`config.mk`:
```
export PLATFORM = sky130hd
export DESIGN_NAME = hsv_color_blob_bounding_box_core
export DESIGN_NICKNAME = d
export VERILOG_FILES = /design/src/hw/rtl/hcbb_pkg.sv /design/src/hw/rtl/hcbb_div.sv /design/src/hw/rtl/hcbb_ctrl.sv /design/src/hw/rtl/hcbb_dp.sv /design/src/hw/rtl/hsv_color_blob_bounding_box_core.sv
export SDC_FILE = /design/constraint.sdc
export NUM_CORES = 1
export LEC_CHECK = 0
export ABC_CLOCK_PERIOD_IN_PS = 22100
export BUFFER_PORTS_ARGS = -buffer_cell sky130_fd_sc_hd__buf_2
export CAP_MARGIN = 20
export CORE_MARGIN = 2
export CORE_UTILIZATION = 50
export DETAILED_ROUTE_END_ITERATION = 8
export HOLD_SLACK_MARGIN = 0.08
export PLACE_DENSITY_LB_ADDON = 0.08
export SYNTH_ARGS = -nofsm -noshare
export SYNTH_HDL_FRONTEND = slang
export SYNTH_SLANG_ARGS = --single-unit
```
`constraint.sdc`:
```
create_clock -name i_clk -period 22.1 [get_ports i_clk]
set_clock_uncertainty 0.05 [all_clocks]
set_input_delay 4.42 -clock i_clk [delete_from_list [all_inputs] [get_ports i_clk]]
set_output_delay 4.42 -clock i_clk [all_outputs]
set_load 0.005 [all_outputs]
```
`src/hw/rtl/hcbb_pkg.sv`:
```
`timescale 1ns / 1ps
`default_nettype none

package hcbb_pkg;

    // Frame geometry limits; the row and column counters saturate one below these.
    localparam int MAX_WIDTH  = 1024;
    localparam int MAX_HEIGHT = 1024;
    localparam int COL_W      = $clog2(MAX_WIDTH);
    localparam int ROW_W      = $clog2(MAX_HEIGHT);

    localparam int PIX_W      = 8;
    localparam int OUT_W      = 10;
    localparam int IN_TDATA_W  = 24;
    localparam int OUT_TDATA_W = 64;
    localparam int CFG_IDX_W  = 3;

    // Bit-serial divider used for both reciprocals (saturation and hue).
    localparam int DIV_NUM_W  = 21;
    localparam int DIV_DEN_W  = 9;
    localparam int DIV_Q_W    = 20;
    localparam int DIV_STEPS  = DIV_NUM_W;
    localparam int DIV_CNT_W  = $clog2(DIV_STEPS);

    typedef logic [PIX_W-1:0]     t_pix;
    typedef logic [COL_W-1:0]     t_col;
    typedef logic [ROW_W-1:0]     t_row;
    typedef logic [OUT_W-1:0]     t_coord;
    typedef logic [DIV_NUM_W-1:0] t_div_num;
    typedef logic [DIV_DEN_W-1:0] t_div_den;
    typedef logic [DIV_Q_W-1:0]   t_div_quot;
    typedef logic [DIV_CNT_W-1:0] t_div_cnt;
    typedef logic [CFG_IDX_W-1:0] t_cfg_idx;

    // Rounded reciprocals are (2 * N + x) / (2 * x); these are the 2 * N terms.
    localparam t_div_num SAT_NUM = 21'd2088960;
    localparam t_div_num HUE_NUM = 21'd245760;

    localparam t_col COL_MAX = t_col'(MAX_WIDTH - 1);
    localparam t_row ROW_MAX = t_row'(MAX_HEIGHT - 1);

    // Register indexes on the configuration channel.
    localparam t_cfg_idx CFG_HUE_LOW  = 3'd0;
    localparam t_cfg_idx CFG_HUE_HIGH = 3'd1;
    localparam t_cfg_idx CFG_SAT_LOW  = 3'd2;
    localparam t_cfg_idx CFG_SAT_HIGH = 3'd3;
    localparam t_cfg_idx CFG_VAL_LOW  = 3'd4;
    localparam t_cfg_idx CFG_VAL_HIGH = 3'd5;

    localparam t_pix RST_HUE_LOW  = 8'd0;
    localparam t_pix RST_HUE_HIGH = 8'd5;
    localparam t_pix RST_SAT_LOW  = 8'd100;
    localparam t_pix RST_SAT_HIGH = 8'd255;
    localparam t_pix RST_VAL_LOW  = 8'd100;
    localparam t_pix RST_VAL_HIGH = 8'd255;

    typedef enum logic {
        DIV_SAT = 1'b0,
        DIV_HUE = 1'b1
    } t_div_sel;

    typedef struct packed {
        logic     load;
        logic     div_start;
        t_div_sel div_sel;
        logic     mul_s;
        logic     mul_h;
        logic     hue;
        logic     update;
    } t_cmd;

    typedef struct packed {
        logic div_done;
        logic eof;
        logic out_blocked;
    } t_status;

endpackage

`default_nettype wire

```
`src/hw/rtl/hcbb_div.sv`:
```
`timescale 1ns / 1ps
`default_nettype none

module hcbb_div (
    input  wire                  i_clk,
    input  wire                  i_rst_n,
    input  wire                  i_start,
    input  hcbb_pkg::t_div_num   i_num,
    input  hcbb_pkg::t_div_den   i_den,
    output logic                 o_done,
    output hcbb_pkg::t_div_quot  o_quot
);

    logic                 r_busy;
    logic                 r_done;
    hcbb_pkg::t_div_cnt   r_cnt;
    hcbb_pkg::t_div_num   r_num;
    hcbb_pkg::t_div_den   r_den;
    hcbb_pkg::t_div_den   r_rem;
    hcbb_pkg::t_div_quot  r_quot;

    logic [hcbb_pkg::DIV_DEN_W:0] rem_sh;
    logic [hcbb_pkg::DIV_DEN_W:0] rem_diff;
    logic                         q_bit;
    hcbb_pkg::t_div_den           n_rem;

    // Restoring division, one quotient bit per cycle. For a divisor of two or more the
    // leading quotient bit is always zero, so it simply falls off the top of r_quot.
    always_comb begin
        rem_sh   = {r_rem, r_num[hcbb_pkg::DIV_NUM_W-1]};
        rem_diff = rem_sh - {1'b0, r_den};
        q_bit    = (rem_sh >= {1'b0, r_den});
        n_rem    = q_bit ? rem_diff[hcbb_pkg::DIV_DEN_W-1:0]
                         : rem_sh[hcbb_pkg::DIV_DEN_W-1:0];
    end

    always_ff @(posedge i_clk) begin
        if (!i_rst_n) begin
            r_busy <= 1'b0;
            r_done <= 1'b0;
            r_cnt  <= '0;
        end else begin
            r_done <= 1'b0;
            if (i_start) begin
                r_busy <= 1'b1;
                r_cnt  <= hcbb_pkg::t_div_cnt'(hcbb_pkg::DIV_STEPS - 1);
            end else if (r_busy) begin
                if (r_cnt == '0) begin
                    r_busy <= 1'b0;
                    r_done <= 1'b1;
                end else begin
                    r_cnt <= r_cnt - 1'b1;
                end
            end
        end
    end

    always_ff @(posedge i_clk) begin
        if (i_start) begin
            r_num  <= i_num;
            r_den  <= i_den;
            r_rem  <= '0;
            r_quot <= '0;
        end else if (r_busy) begin
            r_num  <= {r_num[hcbb_pkg::DIV_NUM_W-2:0], 1'b0};
            r_rem  <= n_rem;
            r_quot <= {r_quot[hcbb_pkg::DIV_Q_W-2:0], q_bit};
        end
    end

    assign o_done = r_done;
    assign o_quot = r_quot;

    a_no_restart: assert property (@(posedge i_clk) disable iff (!i_rst_n)
        i_start |-> !r_busy)
        else $error("divider restarted while busy");

    a_done_after_busy: assert property (@(posedge i_clk) disable iff (!i_rst_n)
        $fell(r_busy) |-> r_done)
        else $error("divider left busy without signalling done");

endmodule

`default_nettype wire

```
`src/hw/rtl/hcbb_ctrl.sv`:
```
`timescale 1ns / 1ps
`default_nettype none

module hcbb_ctrl (
    input  wire                i_clk,
    input  wire                i_rst_n,
    input  wire                i_in_valid,
    output logic               o_in_ready,
    input  hcbb_pkg::t_status  i_status,
    output hcbb_pkg::t_cmd     o_cmd
);

    typedef enum logic [8:0] {
        S_IDLE       = 9'b000000001,
        S_DIV_S_GO   = 9'b000000010,
        S_DIV_S_WAIT = 9'b000000100,
        S_MUL_S      = 9'b000001000,
        S_DIV_H_GO   = 9'b000010000,
        S_DIV_H_WAIT = 9'b000100000,
        S_MUL_H      = 9'b001000000,
        S_HUE        = 9'b010000000,
        S_UPDATE     = 9'b100000000
    } t_state;

    t_state r_state;
    t_state n_state;

    always_comb begin
        n_state       = r_state;
        o_cmd         = '0;
        o_cmd.div_sel = hcbb_pkg::DIV_SAT;
        o_in_ready    = 1'b0;
        case (r_state)
            S_IDLE: begin
                o_in_ready = 1'b1;
                if (i_in_valid) begin
                    o_cmd.load = 1'b1;
                    n_state    = S_DIV_S_GO;
                end
            end
            S_DIV_S_GO: begin
                o_cmd.div_start = 1'b1;
                o_cmd.div_sel   = hcbb_pkg::DIV_SAT;
                n_state         = S_DIV_S_WAIT;
            end
            S_DIV_S_WAIT: begin
                if (i_status.div_done) begin
                    n_state = S_MUL_S;
                end
            end
            S_MUL_S: begin
                o_cmd.mul_s = 1'b1;
                n_state     = S_DIV_H_GO;
            end
            S_DIV_H_GO: begin
                o_cmd.div_start = 1'b1;
                o_cmd.div_sel   = hcbb_pkg::DIV_HUE;
                n_state         = S_DIV_H_WAIT;
            end
            S_DIV_H_WAIT: begin
                if (i_status.div_done) begin
                    n_state = S_MUL_H;
                end
            end
            S_MUL_H: begin
                o_cmd.mul_h = 1'b1;
                n_state     = S_HUE;
            end
            S_HUE: begin
                o_cmd.hue = 1'b1;
                n_state   = S_UPDATE;
            end
            S_UPDATE: begin
                // A frame result has to wait while the previous one is still stalled.
                if (!(i_status.eof && i_status.out_blocked)) begin
                    o_cmd.update = 1'b1;
                    n_state      = S_IDLE;
                end
            end
            default: begin
                n_state = S_IDLE;
            end
        endcase
    end

    always_ff @(posedge i_clk) begin
        if (!i_rst_n) begin
            r_state <= S_IDLE;
        end else begin
            r_state <= n_state;
        end
    end

endmodule

`default_nettype wire

```
`src/hw/rtl/hcbb_dp.sv`:
```
`timescale 1ns / 1ps
`default_nettype none

module hcbb_dp (
    input  wire                                   i_clk,
    input  wire                                   i_rst_n,
    input  hcbb_pkg::t_cmd                        i_cmd,
    output hcbb_pkg::t_status                     o_status,
    input  hcbb_pkg::t_pix                        i_blue,
    input  hcbb_pkg::t_pix                        i_green,
    input  hcbb_pkg::t_pix                        i_red,
    input  wire                                   i_eol,
    input  wire                                   i_eof,
    input  wire                                   i_cfg_valid,
    input  hcbb_pkg::t_cfg_idx                    i_cfg_index,
    input  hcbb_pkg::t_pix                        i_cfg_data,
    output logic                                  o_m_valid,
    input  wire                                   i_m_ready,
    output logic [hcbb_pkg::OUT_TDATA_W-1:0]      o_m_data,
    output logic                                  o_m_found
);

    // Configuration.
    hcbb_pkg::t_pix r_hue_low, r_hue_high, r_sat_low, r_sat_high, r_val_low, r_val_high;

    // Current pixel and intermediate results.
    hcbb_pkg::t_pix     r_blue, r_green, r_red;
    logic               r_eol, r_eof;
    hcbb_pkg::t_pix     r_sat;
    logic signed [28:0] r_prod;
    logic               r_match;

    // Frame state.
    hcbb_pkg::t_col r_col, r_min_col, r_max_col;
    hcbb_pkg::t_row r_row, r_min_row, r_max_row;
    logic           r_any;

    // Result register.
    logic             r_out_valid;
    logic             r_out_found;
    hcbb_pkg::t_coord r_out_left, r_out_right, r_out_top, r_out_bottom, r_out_cx, r_out_cy;

    hcbb_pkg::t_pix      v, mn, d;
    logic signed [11:0]  sb, sg, sr, sd, raw;
    hcbb_pkg::t_div_num  div_num;
    hcbb_pkg::t_div_den  div_den;
    hcbb_pkg::t_div_quot quot;
    logic                div_done;
    logic [28:0]         sat_sum;
    logic signed [28:0]  raw_x, quot_x, prod;
    logic signed [28:0]  hue_t;
    logic signed [8:0]   hue_h;
    logic [8:0]          hue_w;
    hcbb_pkg::t_pix      hue;
    logic                match;

    hcbb_pkg::t_col n_col, n_min_col, n_max_col;
    hcbb_pkg::t_row n_row, n_min_row, n_max_row;
    logic           n_any;
    logic [hcbb_pkg::COL_W:0] cx_sum;
    logic [hcbb_pkg::ROW_W:0] cy_sum;

    // Value, chroma and the raw hue numerator of the held pixel.
    always_comb begin
        v = r_blue;
        if (r_green > v) v = r_green;
        if (r_red > v)   v = r_red;
        mn = r_blue;
        if (r_green < mn) mn = r_green;
        if (r_red < mn)   mn = r_red;
        d  = v - mn;
        sb = $signed({4'b0000, r_blue});
        sg = $signed({4'b0000, r_green});
        sr = $signed({4'b0000, r_red});
        sd = $signed({4'b0000, d});
        if (v == r_red) begin
            raw = sg - sb;
        end else if (v == r_green) begin
            raw = sb - sr + (sd <<< 1);
        end else begin
            raw = sr - sg + (sd <<< 2);
        end
    end

    always_comb begin
        if (i_cmd.div_sel == hcbb_pkg::DIV_HUE) begin
            div_num = hcbb_pkg::HUE_NUM + hcbb_pkg::t_div_num'(d);
            div_den = {d, 1'b0};
        end else begin
            div_num = hcbb_pkg::SAT_NUM + hcbb_pkg::t_div_num'(v);
            div_den = {v, 1'b0};
        end
    end

    hcbb_div u_div (
        .i_clk   (i_clk),
        .i_rst_n (i_rst_n),
        .i_start (i_cmd.div_start),
        .i_num   (div_num),
        .i_den   (div_den),
        .o_done  (div_done),
        .o_quot  (quot)
    );

    // A zero divisor leaves an all-ones quotient, but chroma and the raw hue are
    // then zero as well, so both products come out as zero.
    always_comb begin
        sat_sum = 29'(d) * 29'(quot) + 29'd2048;
        raw_x   = {{17{raw[11]}}, raw};
        quot_x  = $signed({9'b0, quot});
        prod    = raw_x * quot_x;
        hue_t   = r_prod + 29'sd2048;
        hue_h   = hue_t[20:12];
        hue_w   = hue_h[8] ? (hue_h + 9'sd180) : hue_h;
        hue     = hue_w[7:0];
        match   = (hue >= r_hue_low) && (hue <= r_hue_high) &&
                  (r_sat >= r_sat_low) && (r_sat <= r_sat_high) &&
                  (v >= r_val_low) && (v <= r_val_high);
    end

    // Box including the held pixel, and the position of the next pixel.
    always_comb begin
        n_min_col = r_min_col;
        n_max_col = r_max_col;
        n_min_row = r_min_row;
        n_max_row = r_max_row;
        n_any     = r_any | r_match;
        if (r_match) begin
            if (!r_any) begin
                n_min_col = r_col;
                n_max_col = r_col;
                n_min_row = r_row;
                n_max_row = r_row;
            end else begin
                if (r_col < r_min_col) n_min_col = r_col;
                if (r_col > r_max_col) n_max_col = r_col;
                if (r_row < r_min_row) n_min_row = r_row;
                if (r_row > r_max_row) n_max_row = r_row;
            end
        end
        n_col = r_col;
        n_row = r_row;
        if (r_eol) begin
            n_col = '0;
            if (r_row < hcbb_pkg::ROW_MAX) n_row = r_row + 1'b1;
        end else if (r_col < hcbb_pkg::COL_MAX) begin
            n_col = r_col + 1'b1;
        end
        cx_sum = {1'b0, n_min_col} + {1'b0, n_max_col};
        cy_sum = {1'b0, n_min_row} + {1'b0, n_max_row};
    end

    always_ff @(posedge i_clk) begin
        if (!i_rst_n) begin
            r_hue_low  <= hcbb_pkg::RST_HUE_LOW;
            r_hue_high <= hcbb_pkg::RST_HUE_HIGH;
            r_sat_low  <= hcbb_pkg::RST_SAT_LOW;
            r_sat_high <= hcbb_pkg::RST_SAT_HIGH;
            r_val_low  <= hcbb_pkg::RST_VAL_LOW;
            r_val_high <= hcbb_pkg::RST_VAL_HIGH;
        end else if (i_cfg_valid) begin
            case (i_cfg_index)
                hcbb_pkg::CFG_HUE_LOW:  r_hue_low  <= i_cfg_data;
                hcbb_pkg::CFG_HUE_HIGH: r_hue_high <= i_cfg_data;
                hcbb_pkg::CFG_SAT_LOW:  r_sat_low  <= i_cfg_data;
                hcbb_pkg::CFG_SAT_HIGH: r_sat_high <= i_cfg_data;
                hcbb_pkg::CFG_VAL_LOW:  r_val_low  <= i_cfg_data;
                hcbb_pkg::CFG_VAL_HIGH: r_val_high <= i_cfg_data;
                default: begin
                end
            endcase
        end
    end

    always_ff @(posedge i_clk) begin
        if (i_cmd.load) begin
            r_blue  <= i_blue;
            r_green <= i_green;
            r_red   <= i_red;
            r_eol   <= i_eol;
            r_eof   <= i_eof;
        end
        if (i_cmd.mul_s) begin
            r_sat <= sat_sum[19:12];
        end
        if (i_cmd.mul_h) begin
            r_prod <= prod;
        end
        if (i_cmd.hue) begin
            r_match <= match;
        end
        if (i_cmd.update && r_eof) begin
            r_out_found  <= n_any;
            r_out_left   <= hcbb_pkg::t_coord'(n_min_col);
            r_out_right  <= hcbb_pkg::t_coord'(n_max_col);
            r_out_top    <= hcbb_pkg::t_coord'(n_min_row);
            r_out_bottom <= hcbb_pkg::t_coord'(n_max_row);
            r_out_cx     <= hcbb_pkg::t_coord'(cx_sum[hcbb_pkg::COL_W:1]);
            r_out_cy     <= hcbb_pkg::t_coord'(cy_sum[hcbb_pkg::ROW_W:1]);
        end
    end

    always_ff @(posedge i_clk) begin
        if (!i_rst_n) begin
            r_col       <= '0;
            r_row       <= '0;
            r_min_col   <= '0;
            r_max_col   <= '0;
            r_min_row   <= '0;
            r_max_row   <= '0;
            r_any       <= 1'b0;
            r_out_valid <= 1'b0;
        end else begin
            if (i_cmd.update) begin
                if (r_eof) begin
                    r_col     <= '0;
                    r_row     <= '0;
                    r_min_col <= '0;
                    r_max_col <= '0;
                    r_min_row <= '0;
                    r_max_row <= '0;
                    r_any     <= 1'b0;
                end else begin
                    r_col     <= n_col;
                    r_row     <= n_row;
                    r_min_col <= n_min_col;
                    r_max_col <= n_max_col;
                    r_min_row <= n_min_row;
                    r_max_row <= n_max_row;
                    r_any     <= n_any;
                end
            end
            if (i_cmd.update && r_eof) begin
                r_out_valid <= 1'b1;
            end else if (i_m_ready) begin
                r_out_valid <= 1'b0;
            end
        end
    end

    always_comb begin
        o_status.div_done    = div_done;
        o_status.eof         = r_eof;
        o_status.out_blocked = r_out_valid & ~i_m_ready;
    end

    assign o_m_valid = r_out_valid;
    assign o_m_found = r_out_found;
    assign o_m_data  = {4'b0000, r_out_cy, r_out_cx, r_out_bottom, r_out_top,
                        r_out_right, r_out_left};

    a_empty_box_zero: assert property (@(posedge i_clk) disable iff (!i_rst_n)
        !r_any |-> (r_min_col == '0 && r_max_col == '0 &&
                    r_min_row == '0 && r_max_row == '0))
        else $error("box bounds not zero while no pixel has matched");

    a_box_ordered: assert property (@(posedge i_clk) disable iff (!i_rst_n)
        r_any |-> (r_min_col <= r_max_col && r_min_row <= r_max_row))
        else $error("box bounds out of order");

    a_result_from_eof: assert property (@(posedge i_clk) disable iff (!i_rst_n)
        ($rose(r_out_valid) && $past(i_rst_n)) |-> $past(i_cmd.update && r_eof))
        else $error("result raised without a frame end");

endmodule

`default_nettype wire

```
`src/hw/rtl/hsv_color_blob_bounding_box_core.sv`:
```
`timescale 1ns / 1ps
`default_nettype none

// Channel      Direction  Handshake                          Word
// s_axis       in         i_s_axis_tvalid / o_s_axis_tready  one BGR pixel with line/frame marks
// m_axis       out        o_m_axis_tvalid / i_m_axis_tready  one bounding box per frame
// cfg          in         i_cfg_valid / o_cfg_ready          one threshold register
//
// A pixel is taken only once the previous one is fully processed, which includes two
// 21-step passes through the single bit-serial reciprocal divider.
// Reset is synchronous and active low; it restores the default thresholds and clears
// the frame state. The result register decouples the two sides: pixels keep flowing
// while a box waits, and only a frame-end pixel stalls if the previous box is still held.

module hsv_color_blob_bounding_box_core (
    input  wire                                i_clk,
    input  wire                                i_rst_n,
    input  wire                                i_s_axis_tvalid,
    output logic                               o_s_axis_tready,
    // blue [7:0], green [15:8], red [23:16]
    input  wire  [hcbb_pkg::IN_TDATA_W-1:0]    i_s_axis_tdata,
    // end_of_line [0]
    input  wire  [0:0]                         i_s_axis_tuser,
    input  wire                                i_s_axis_tlast,
    output logic                               o_m_axis_tvalid,
    input  wire                                i_m_axis_tready,
    // left [9:0], right [19:10], top [29:20], bottom [39:30], center_x [49:40],
    // center_y [59:50], zeros above
    output logic [hcbb_pkg::OUT_TDATA_W-1:0]   o_m_axis_tdata,
    // found [0]
    output logic [0:0]                         o_m_axis_tuser,
    input  wire                                i_cfg_valid,
    output logic                               o_cfg_ready,
    input  wire  [hcbb_pkg::CFG_IDX_W-1:0]     i_cfg_index,
    input  wire  [hcbb_pkg::PIX_W-1:0]         i_cfg_data
);

    hcbb_pkg::t_cmd    cmd;
    hcbb_pkg::t_status status;
    logic              found;

    hcbb_ctrl u_ctrl (
        .i_clk      (i_clk),
        .i_rst_n    (i_rst_n),
        .i_in_valid (i_s_axis_tvalid),
        .o_in_ready (o_s_axis_tready),
        .i_status   (status),
        .o_cmd      (cmd)
    );

    hcbb_dp u_dp (
        .i_clk       (i_clk),
        .i_rst_n     (i_rst_n),
        .i_cmd       (cmd),
        .o_status    (status),
        .i_blue      (i_s_axis_tdata[7:0]),
        .i_green     (i_s_axis_tdata[15:8]),
        .i_red       (i_s_axis_tdata[23:16]),
        .i_eol       (i_s_axis_tuser[0]),
        .i_eof       (i_s_axis_tlast),
        .i_cfg_valid (i_cfg_valid),
        .i_cfg_index (i_cfg_index),
        .i_cfg_data  (i_cfg_data),
        .o_m_valid   (o_m_axis_tvalid),
        .i_m_ready   (i_m_axis_tready),
        .o_m_data    (o_m_axis_tdata),
        .o_m_found   (found)
    );

    // Threshold writes are always accepted and are registered directly.
    assign o_cfg_ready    = 1'b1;
    assign o_m_axis_tuser = found;

endmodule

`default_nettype wire
```
Word level (Yosys, flattened, before mapping)
Cells that the tools add are included.
{"block": "word_totals", "output_inout_bits": 68, "reg_bits": 302}
{"block": "op_classes", "reduce_logical": 27, "muxes": 58, "addsub": 17, "multipliers": 2, "n_bitwise": 6, "order_cmp": 17, "n_eq_ne": 21}
{"operator": "2-to-1 mux 10 bit", "n": 22}
{"operator": "one-hot mux 9 bit (9 select lines)", "n": 1}
{"operator": "2-to-1 mux 21 bit", "n": 3}
{"operator": "2-to-1 mux 9 bit", "n": 6}
{"operator": "2-to-1 mux 8 bit", "n": 5}
{"operator": "subtractor 8 x 8 -> 9 bit", "n": 3}
{"operator": ">= comparator 8 bit", "n": 3}
{"operator": "<= comparator 8 bit", "n": 3}
{"operator": "2-to-1 mux 12 bit", "n": 2}
{"operator": "adder 10 x 10 -> 11 bit", "n": 2}
{"operator": "adder 21 x 13 -> 21 bit, second input constant", "n": 1}
{"operator": "multiplier 12 x 21 -> 21 bit", "n": 1}
{"operator": "adder 10 x 1 -> 10 bit, second input constant", "n": 2}
{"operator": "adder 20 x 12 -> 20 bit, second input constant", "n": 1}
{"operator": "> comparator 10 bit", "n": 2}
{"operator": "< comparator 10 bit", "n": 2}
{"operator": "< comparator 10 bit, second input constant", "n": 2}
{"operator": "multiplier 8 x 20 -> 20 bit", "n": 1}
{"operator": "adder 18 x 8 -> 19 bit, first input constant", "n": 1}
{"operator": "AND reduction 2 bit", "n": 9}
{"operator": "== test 8 bit", "n": 2}
{"operator": "> comparator 8 bit", "n": 2}
{"operator": "< comparator 8 bit", "n": 2}
{"operator": "adder 14 x 9 -> 15 bit, first input constant", "n": 1}
{"operator": "36 further kinds", "n": 69}

Logic depth before layout (Yosys ltp)
{"block": "depth", "depth_word": 9, "mapped_depth": 60, "mapped_depth_nobuf": 57}

Cells and area by module
A second synthesis with hierarchy kept.
{"block": "unflattened", "cells_unflattened": 2936, "area_unflattened_um2": 26908.3}
{"module": "hcbb_dp", "area_per_inst_um2": 23302.3, "cells_each": 2605, "n_inst": 1, "seq_area_each_um2": 5385.2}
{"module": "hcbb_div", "area_per_inst_um2": 3032.9, "cells_each": 259, "n_inst": 1, "seq_area_each_um2": 1621.6}
{"module": "hcbb_ctrl", "area_per_inst_um2": 561.8, "cells_each": 70, "n_inst": 1, "seq_area_each_um2": 180.2}
{"module": "hsv_color_blob_bounding_box_core", "area_per_inst_um2": 11.3, "cells_each": 2, "n_inst": 1, "seq_area_each_um2": 0.0}

Least setup slack after synthesis
Ideal clock, no wire load.
{"block": "synth_timing", "path_kind": "flip-flop to flip-flop", "start": "reg u_dp.r_green[2]", "end": "reg u_dp.r_prod[20] (data pin)", "stages_incl_launch_ff": 58, "t_arrival_ps": 12087, "slack_ps": 9695, "setup_ps": 268, "period_less_slack_ps": 12405, "path_cell_list": "edfxtp_1 -> ha_1 -> nand3_1 -> o21bai_1 -> and4_4 -> nor2_2 -> a21o_1 -> inv_1 -> ha_1 -> and4_1 -> clkbuf_1 -> a21oi_1 -> nand2_1 -> a21o_1 -> o311ai_4 -> nor3_2 -> mux2i_1 -> ha_1 -> (+22 left out) -> inv_1 -> fa_1 -> inv_1 -> fa_1 -> inv_1 -> ha_1 -> a21oi_1 -> o21ai_0 -> and2_1 -> o31a_1 -> o211a_1 -> o21a_1 -> o21a_1 -> o21a_1 -> nor2_1 -> xnor3_1 -> xnor3_1 -> xnor3_1"}
{"block": "synth_between", "elab_chain_cells": 9, "word_cells_on_any_way": 18, "classes_between": "add/sub: 5; mul: 1; order compare: 4; eq/ne: 2; mux: 6"}
{"item": "from (decl)", "line_no": "hcbb_dp.sv:27", "source": "hcbb_pkg::t_pix r_blue, r_green, r_red;"}
{"item": "from (signal assigned)", "line_no": "hcbb_dp.sv:178", "source": "r_green <= i_green;"}
{"item": "> comparator 8 bit or < comparator 8 bit (tied branches)", "line_no": "hcbb_dp.sv:66, hcbb_dp.sv:69"}
{"item": "2-to-1 mux 8 bit (on tied branches)", "line_no": "hcbb_dp.sv:66, hcbb_dp.sv:69"}
{"item": "> comparator 8 bit or < comparator 8 bit (tied branches)", "line_no": "hcbb_dp.sv:67, hcbb_dp.sv:70"}
{"item": "2-to-1 mux 8 bit (on tied branches)", "line_no": "hcbb_dp.sv:67, hcbb_dp.sv:70"}
{"item": "subtractor 8 bit", "line_no": "hcbb_dp.sv:71", "source": "d = v - mn;"}
{"item": "adder 12 x 10 -> 12 bit or adder 12 x 11 -> 12 bit (tied branches)", "line_no": "hcbb_dp.sv:79, hcbb_dp.sv:81"}
{"item": "2-to-1 mux 12 bit", "line_no": "hcbb_dp.sv:78", "source": "end else if (v == r_green) begin"}
{"item": "2-to-1 mux 12 bit *", "line_no": "hcbb_dp.sv:76", "source": "if (v == r_red) begin"}
{"item": "multiplier 12 x 21 -> 21 bit *", "line_no": "hcbb_dp.sv:111", "source": "prod = raw_x * quot_x;"}
{"item": "named net u_dp.prod[20]", "line_no": "hcbb_dp.sv:50", "source": "logic signed [28:0] raw_x, quot_x, prod;"}
{"item": "to (signal assigned)", "line_no": "hcbb_dp.sv:187", "source": "r_prod <= prod;"}
{"item": "to (decl)", "line_no": "hcbb_dp.sv:30", "source": "logic signed [28:0] r_prod;"}
Mark *: on every way through the listed nets, which the timed path passes. The rest lies on a longest branch.
A chain may end at the register's enable or synchronous reset.

Worst setup path after layout
{"block": "layout_timing", "start": "reg u_dp.r_blue[1]", "end": "reg u_dp.r_prod[20] (data pin)"}
{"block": "layout_between", "elab_chain_cells": 9, "word_cells_on_any_way": 18, "classes_between": "add/sub: 5; mul: 1; order compare: 4; eq/ne: 2; mux: 6"}
{"item": "from (decl)", "line_no": "hcbb_dp.sv:27"}
{"item": "from (signal assigned)", "line_no": "hcbb_dp.sv:177", "source": "r_blue <= i_blue;"}
{"item": "> comparator 8 bit or < comparator 8 bit (tied branches)", "line_no": "hcbb_dp.sv:66, hcbb_dp.sv:69"}
{"item": "2-to-1 mux 8 bit (on tied branches)", "line_no": "hcbb_dp.sv:66, hcbb_dp.sv:69"}
{"item": "> comparator 8 bit or < comparator 8 bit (tied branches)", "line_no": "hcbb_dp.sv:67, hcbb_dp.sv:70"}
{"item": "2-to-1 mux 8 bit (on tied branches)", "line_no": "hcbb_dp.sv:67, hcbb_dp.sv:70"}
{"item": "subtractor 8 bit", "line_no": "hcbb_dp.sv:71"}
{"item": "adder 12 x 10 -> 12 bit or adder 12 x 11 -> 12 bit (tied branches)", "line_no": "hcbb_dp.sv:79, hcbb_dp.sv:81"}
{"item": "2-to-1 mux 12 bit", "line_no": "hcbb_dp.sv:78"}
{"item": "2-to-1 mux 12 bit *", "line_no": "hcbb_dp.sv:76"}
{"item": "multiplier 12 x 21 -> 21 bit *", "line_no": "hcbb_dp.sv:111"}
{"item": "named net u_dp.prod[20]", "line_no": "hcbb_dp.sv:50"}
Marks and branches as above.

==> metrics.json <==
{
  "outcome": "finished clean",
  "routabilityCongestion": 0.8794,
  "timing_hold_violations_final": 0,
  "synth_edf_count": 135,
  "sequential_cell_area_fraction_in_the_yosys_report_pct": 26.94,
  "clk_path_buf_depth": 3,
  "number_of_clock_sinks": 290,
  "grt_setup_unrepaired": "false",
  "grt_util_met3_pct": 2.544,
  "placement.io_buffers": 104,
  "drtAntennaViolNets": 0,
  "synthesis.area_per_instance_um2": 9.121,
  "via_count": 20108,
  "synth-async-reset-ratio_pct": 0,
  "detailed_route_wire_length_um": 66810,
  "reg2reg_from": "u_dp.r_blue[1]$_DFFE_PP_",
  "post_synth_most_frequent_cells": "inv_1, nand2_1, ha_1",
  "slew-limit-headroom_pct": 28.65,
  "synth_largest_type_area_fraction_pct": 16.50,
  "full_die_area_mm2": 0.05500,
  "cp_num_buf_inv": 7,
  "end_of_the_worst_hold_path": "u_dp.r_val_low[4]$_SDFFE_PN0P_",
  "hold_wc_startpoint": "u_dp.r_val_low[4]$_SDFFE_PN0P_",
  "detailedPlacementHpwl_um": 51250,
  "synth.distinct_cells": 83,
  "cts-buffers-inserted": 35,
  "drt_drc_violations_left": 0,
  "grt_pass1_vias": 20637,
  "drt-initial-drc-count": 1134,
  "cts_root_buffer": "clkbuf_16",
  "critical-path-slowest-cell": "fa_1",
  "timing_worst_slew_pin_value_ns": 1.066,
  "crit_path_frequent_cell": "inv_1",
  "ffs_latches_synth": 290,
  "largest_net_degree_at_the_start_of_global_routing": 65,
  "met2_usage_pct": 43.92,
  "post_route_cells_drive_above_1_share_pct": 8.699,
  "average_wire_per_cell_in_the_routed_design_um": 18.06,
  "post_drt_via_cell_ratio": 5.435,
  "syn_inst": 2913,
  "ctsResizeCount": 0,
  "die_h_um": 234.5,
  "post-synth-top-area-cell": "fa_1",
  "setup.worst_path.start_class": "register",
  "criticalPathCategory": "register to register",
  "diode_insertion_count_for_antenna_repair": 0,
  "layout_worst_path_cycle_share_pct": 65.41,
  "core-area_mm2": 0.05255,
  "cts_tree": "yes",
  "clkSlewWorstSetupHoldPaths_ns": 0.06,
  "yosysWarnings": 0,
  "synth_flop_cell": "dfxtp_1",
  "yosysMostFrequentCell": "inv_1",
  "area_growth_syn_to_layout_pct": 8.641,
  "final-setup-viol-count": 0,
  "worstSkewPairLatency_ns": 0.55,
  "final_period_minus_worst_setup_slack_ns": 14.46,
  "crit_path_max_fanout": 19,
  "grt.busiest_layer": "met2",
  "cp_endpoint_kind": "register",
  "cts_setup_buffers": 0,
  "maxCapViolCount": 0,
  "grt.overflow.total": 0,
  "cp.arrival_ns": 14.69,
  "critical-path-max-stage-delay_ns": 1.12,
  "antenna_found_initial": 0,
  "hold_class": "register to register",
  "r2r_slack_ns": 7.64,
  "number_of_primary_i_o_pins": 110,
  "drt_pre_antenna_iters": 5,
  "worstReg2RegEnd": "u_dp.r_prod[20]$_DFFE_PN_",
  "rows": 84,
  "ff2ff_path_depth": 53,
  "timing.fmax_mhz": 69.17,
  "drv_slew": 0,
  "totalNegativeSetupSlack_ns": 0,
  "die_w_um": 234.5,
  "h-tree-depth": 2,
  "finalNetCount": 3513,
  "cell_types_with_the_largest_area_share_after_synthesis": "fa_1, edfxtp_1, ha_1",
  "first_pass_grt_wire_length_um": 108500,
  "final.fill_count": 4775,
  "hold-path-cell-count": 2,
  "initial_utilization_pct": 50.56,
  "critical-path-top-delay-family": "adder cells",
  "groute.usage.overall_pct": 25.03,
  "grtUsageMet1_pct": 32.13,
  "cts.hold.buffers_added": 0,
  "timing.critical_path.required_ns": 22.34,
  "syn_area_mm2": 0.02657
}
==> logic make-up after synthesis <==
| kind of cell | synth area share (%) |
|---|---|
| simple gates | 16.58 |
| buf+inv | 7.850 |
| fa+ha+maj | 29.18 |
| compound gates | 12.16 |
| flops | 26.94 |
| xor+xnor | 4.690 |
| mux | 2.576 |
| other cells | 0.02827 |
==> state kept, by name (all words and copies together) (netlist names), 9 cells and up <==
register and flops:
u_dp.r_max_row 10, u_dp.r_row 10, u_dp.r_max_col 10, u_dp.u_div.r_num 21
u_dp.r_out_right 10, u_dp.r_prod 10, u_ctrl.r_state 9, u_dp.r_min_col 10
u_dp.u_div.r_rem 9, u_dp.r_out_bottom 10, u_dp.r_out_cy 10, u_dp.u_div.o_quot 20
u_dp.r_out_left 10, u_dp.r_out_cx 10, u_dp.r_min_row 10, u_dp.r_col 10
u_dp.r_out_top 10
==> tightest hold or removal path: stages, from the launching register on <==
cell and delay [ns]:
dfxtp_1 0.30, nand2_1 0.05, a21boi_0 0.06
==> metrics by stage <==
step                cell area, um2  utilization (%)  hold slack (ns)  setup slack, ns  instances
detailed placement           27820            52.95           0.4090            7.683       3636
global route                 28870            54.93           0.4397            6.522       3700
floorplan                    26580                -           0.3935            9.695       2916
global placement             27820            52.93           0.4018            8.058       3635
finish                       28870            54.93           0.4158            7.644       3700
CTS                          28860            54.92           0.4169            7.636       3699
==> final cells by class <==
cell class,instances,area [um2],share of cell area (%)
multi-input combinational,2076,17350,60.10
sequential,290,7158,24.80
inverter,440,1652,5.722
clock buffer,52,959.7,3.325
tap,688,860.8,2.982
timing repair buffer,143,810.8,2.809
clock inverter,11,76.32,0.2644
==> worst max-delay path by stage <==
| stage | endpoint | depth (start not counted) | start |
|---|---|---|---|
| after floorplan | u_dp.r_prod[20]$_DFFE_PN_ | 57 | u_dp.r_green[2]$_DFFE_PP_ |
| after global placement | u_dp.r_prod[20]$_DFFE_PN_ | 53 | u_dp.r_blue[1]$_DFFE_PP_ |
| after detailed placement | u_dp.r_prod[20]$_DFFE_PN_ | 52 | u_dp.r_blue[1]$_DFFE_PP_ |
| after CTS | u_dp.r_prod[20]$_DFFE_PN_ | 52 | u_dp.r_blue[1]$_DFFE_PP_ |
| after global routing | u_dp.r_prod[20]$_DFFE_PN_ | 52 | u_dp.r_blue[1]$_DFFE_PP_ |
| final | u_dp.r_prod[20]$_DFFE_PN_ | 53 | u_dp.r_blue[1]$_DFFE_PP_ |
==> layout by cell type, fill, tap and decap left out, types with 36 or more instances in the layout <==
cell      Yosys  final
a21o_1       61     61
a21oi_1     132    131
and2_1      112    112
buf_2         2    105
buf_4         5     38
dfxtp_1     155    154
edfxtp_1    135    135
fa_1        219    219
ha_1        266    266
inv_1       440    439
mux2i_1      38     38
nand2_1     336    336
nand2b_1     41     41
nand3_1      36     36
nor2_1      166    165
nor2b_1      90     90
o21ai_0      71     71
xnor2_1      84     84
xor2_1       48     48
==> layer usage <==
metal	wire length [um]	vias to the layer above
met5	0	-
li1	-	9705
met2	32970	440
met4	2238	0
met3	2500	143
met1	29100	9820
Power is not shown: default switching activity piles up to over one toggle a cycle in this logic, so the estimate is an artifact.
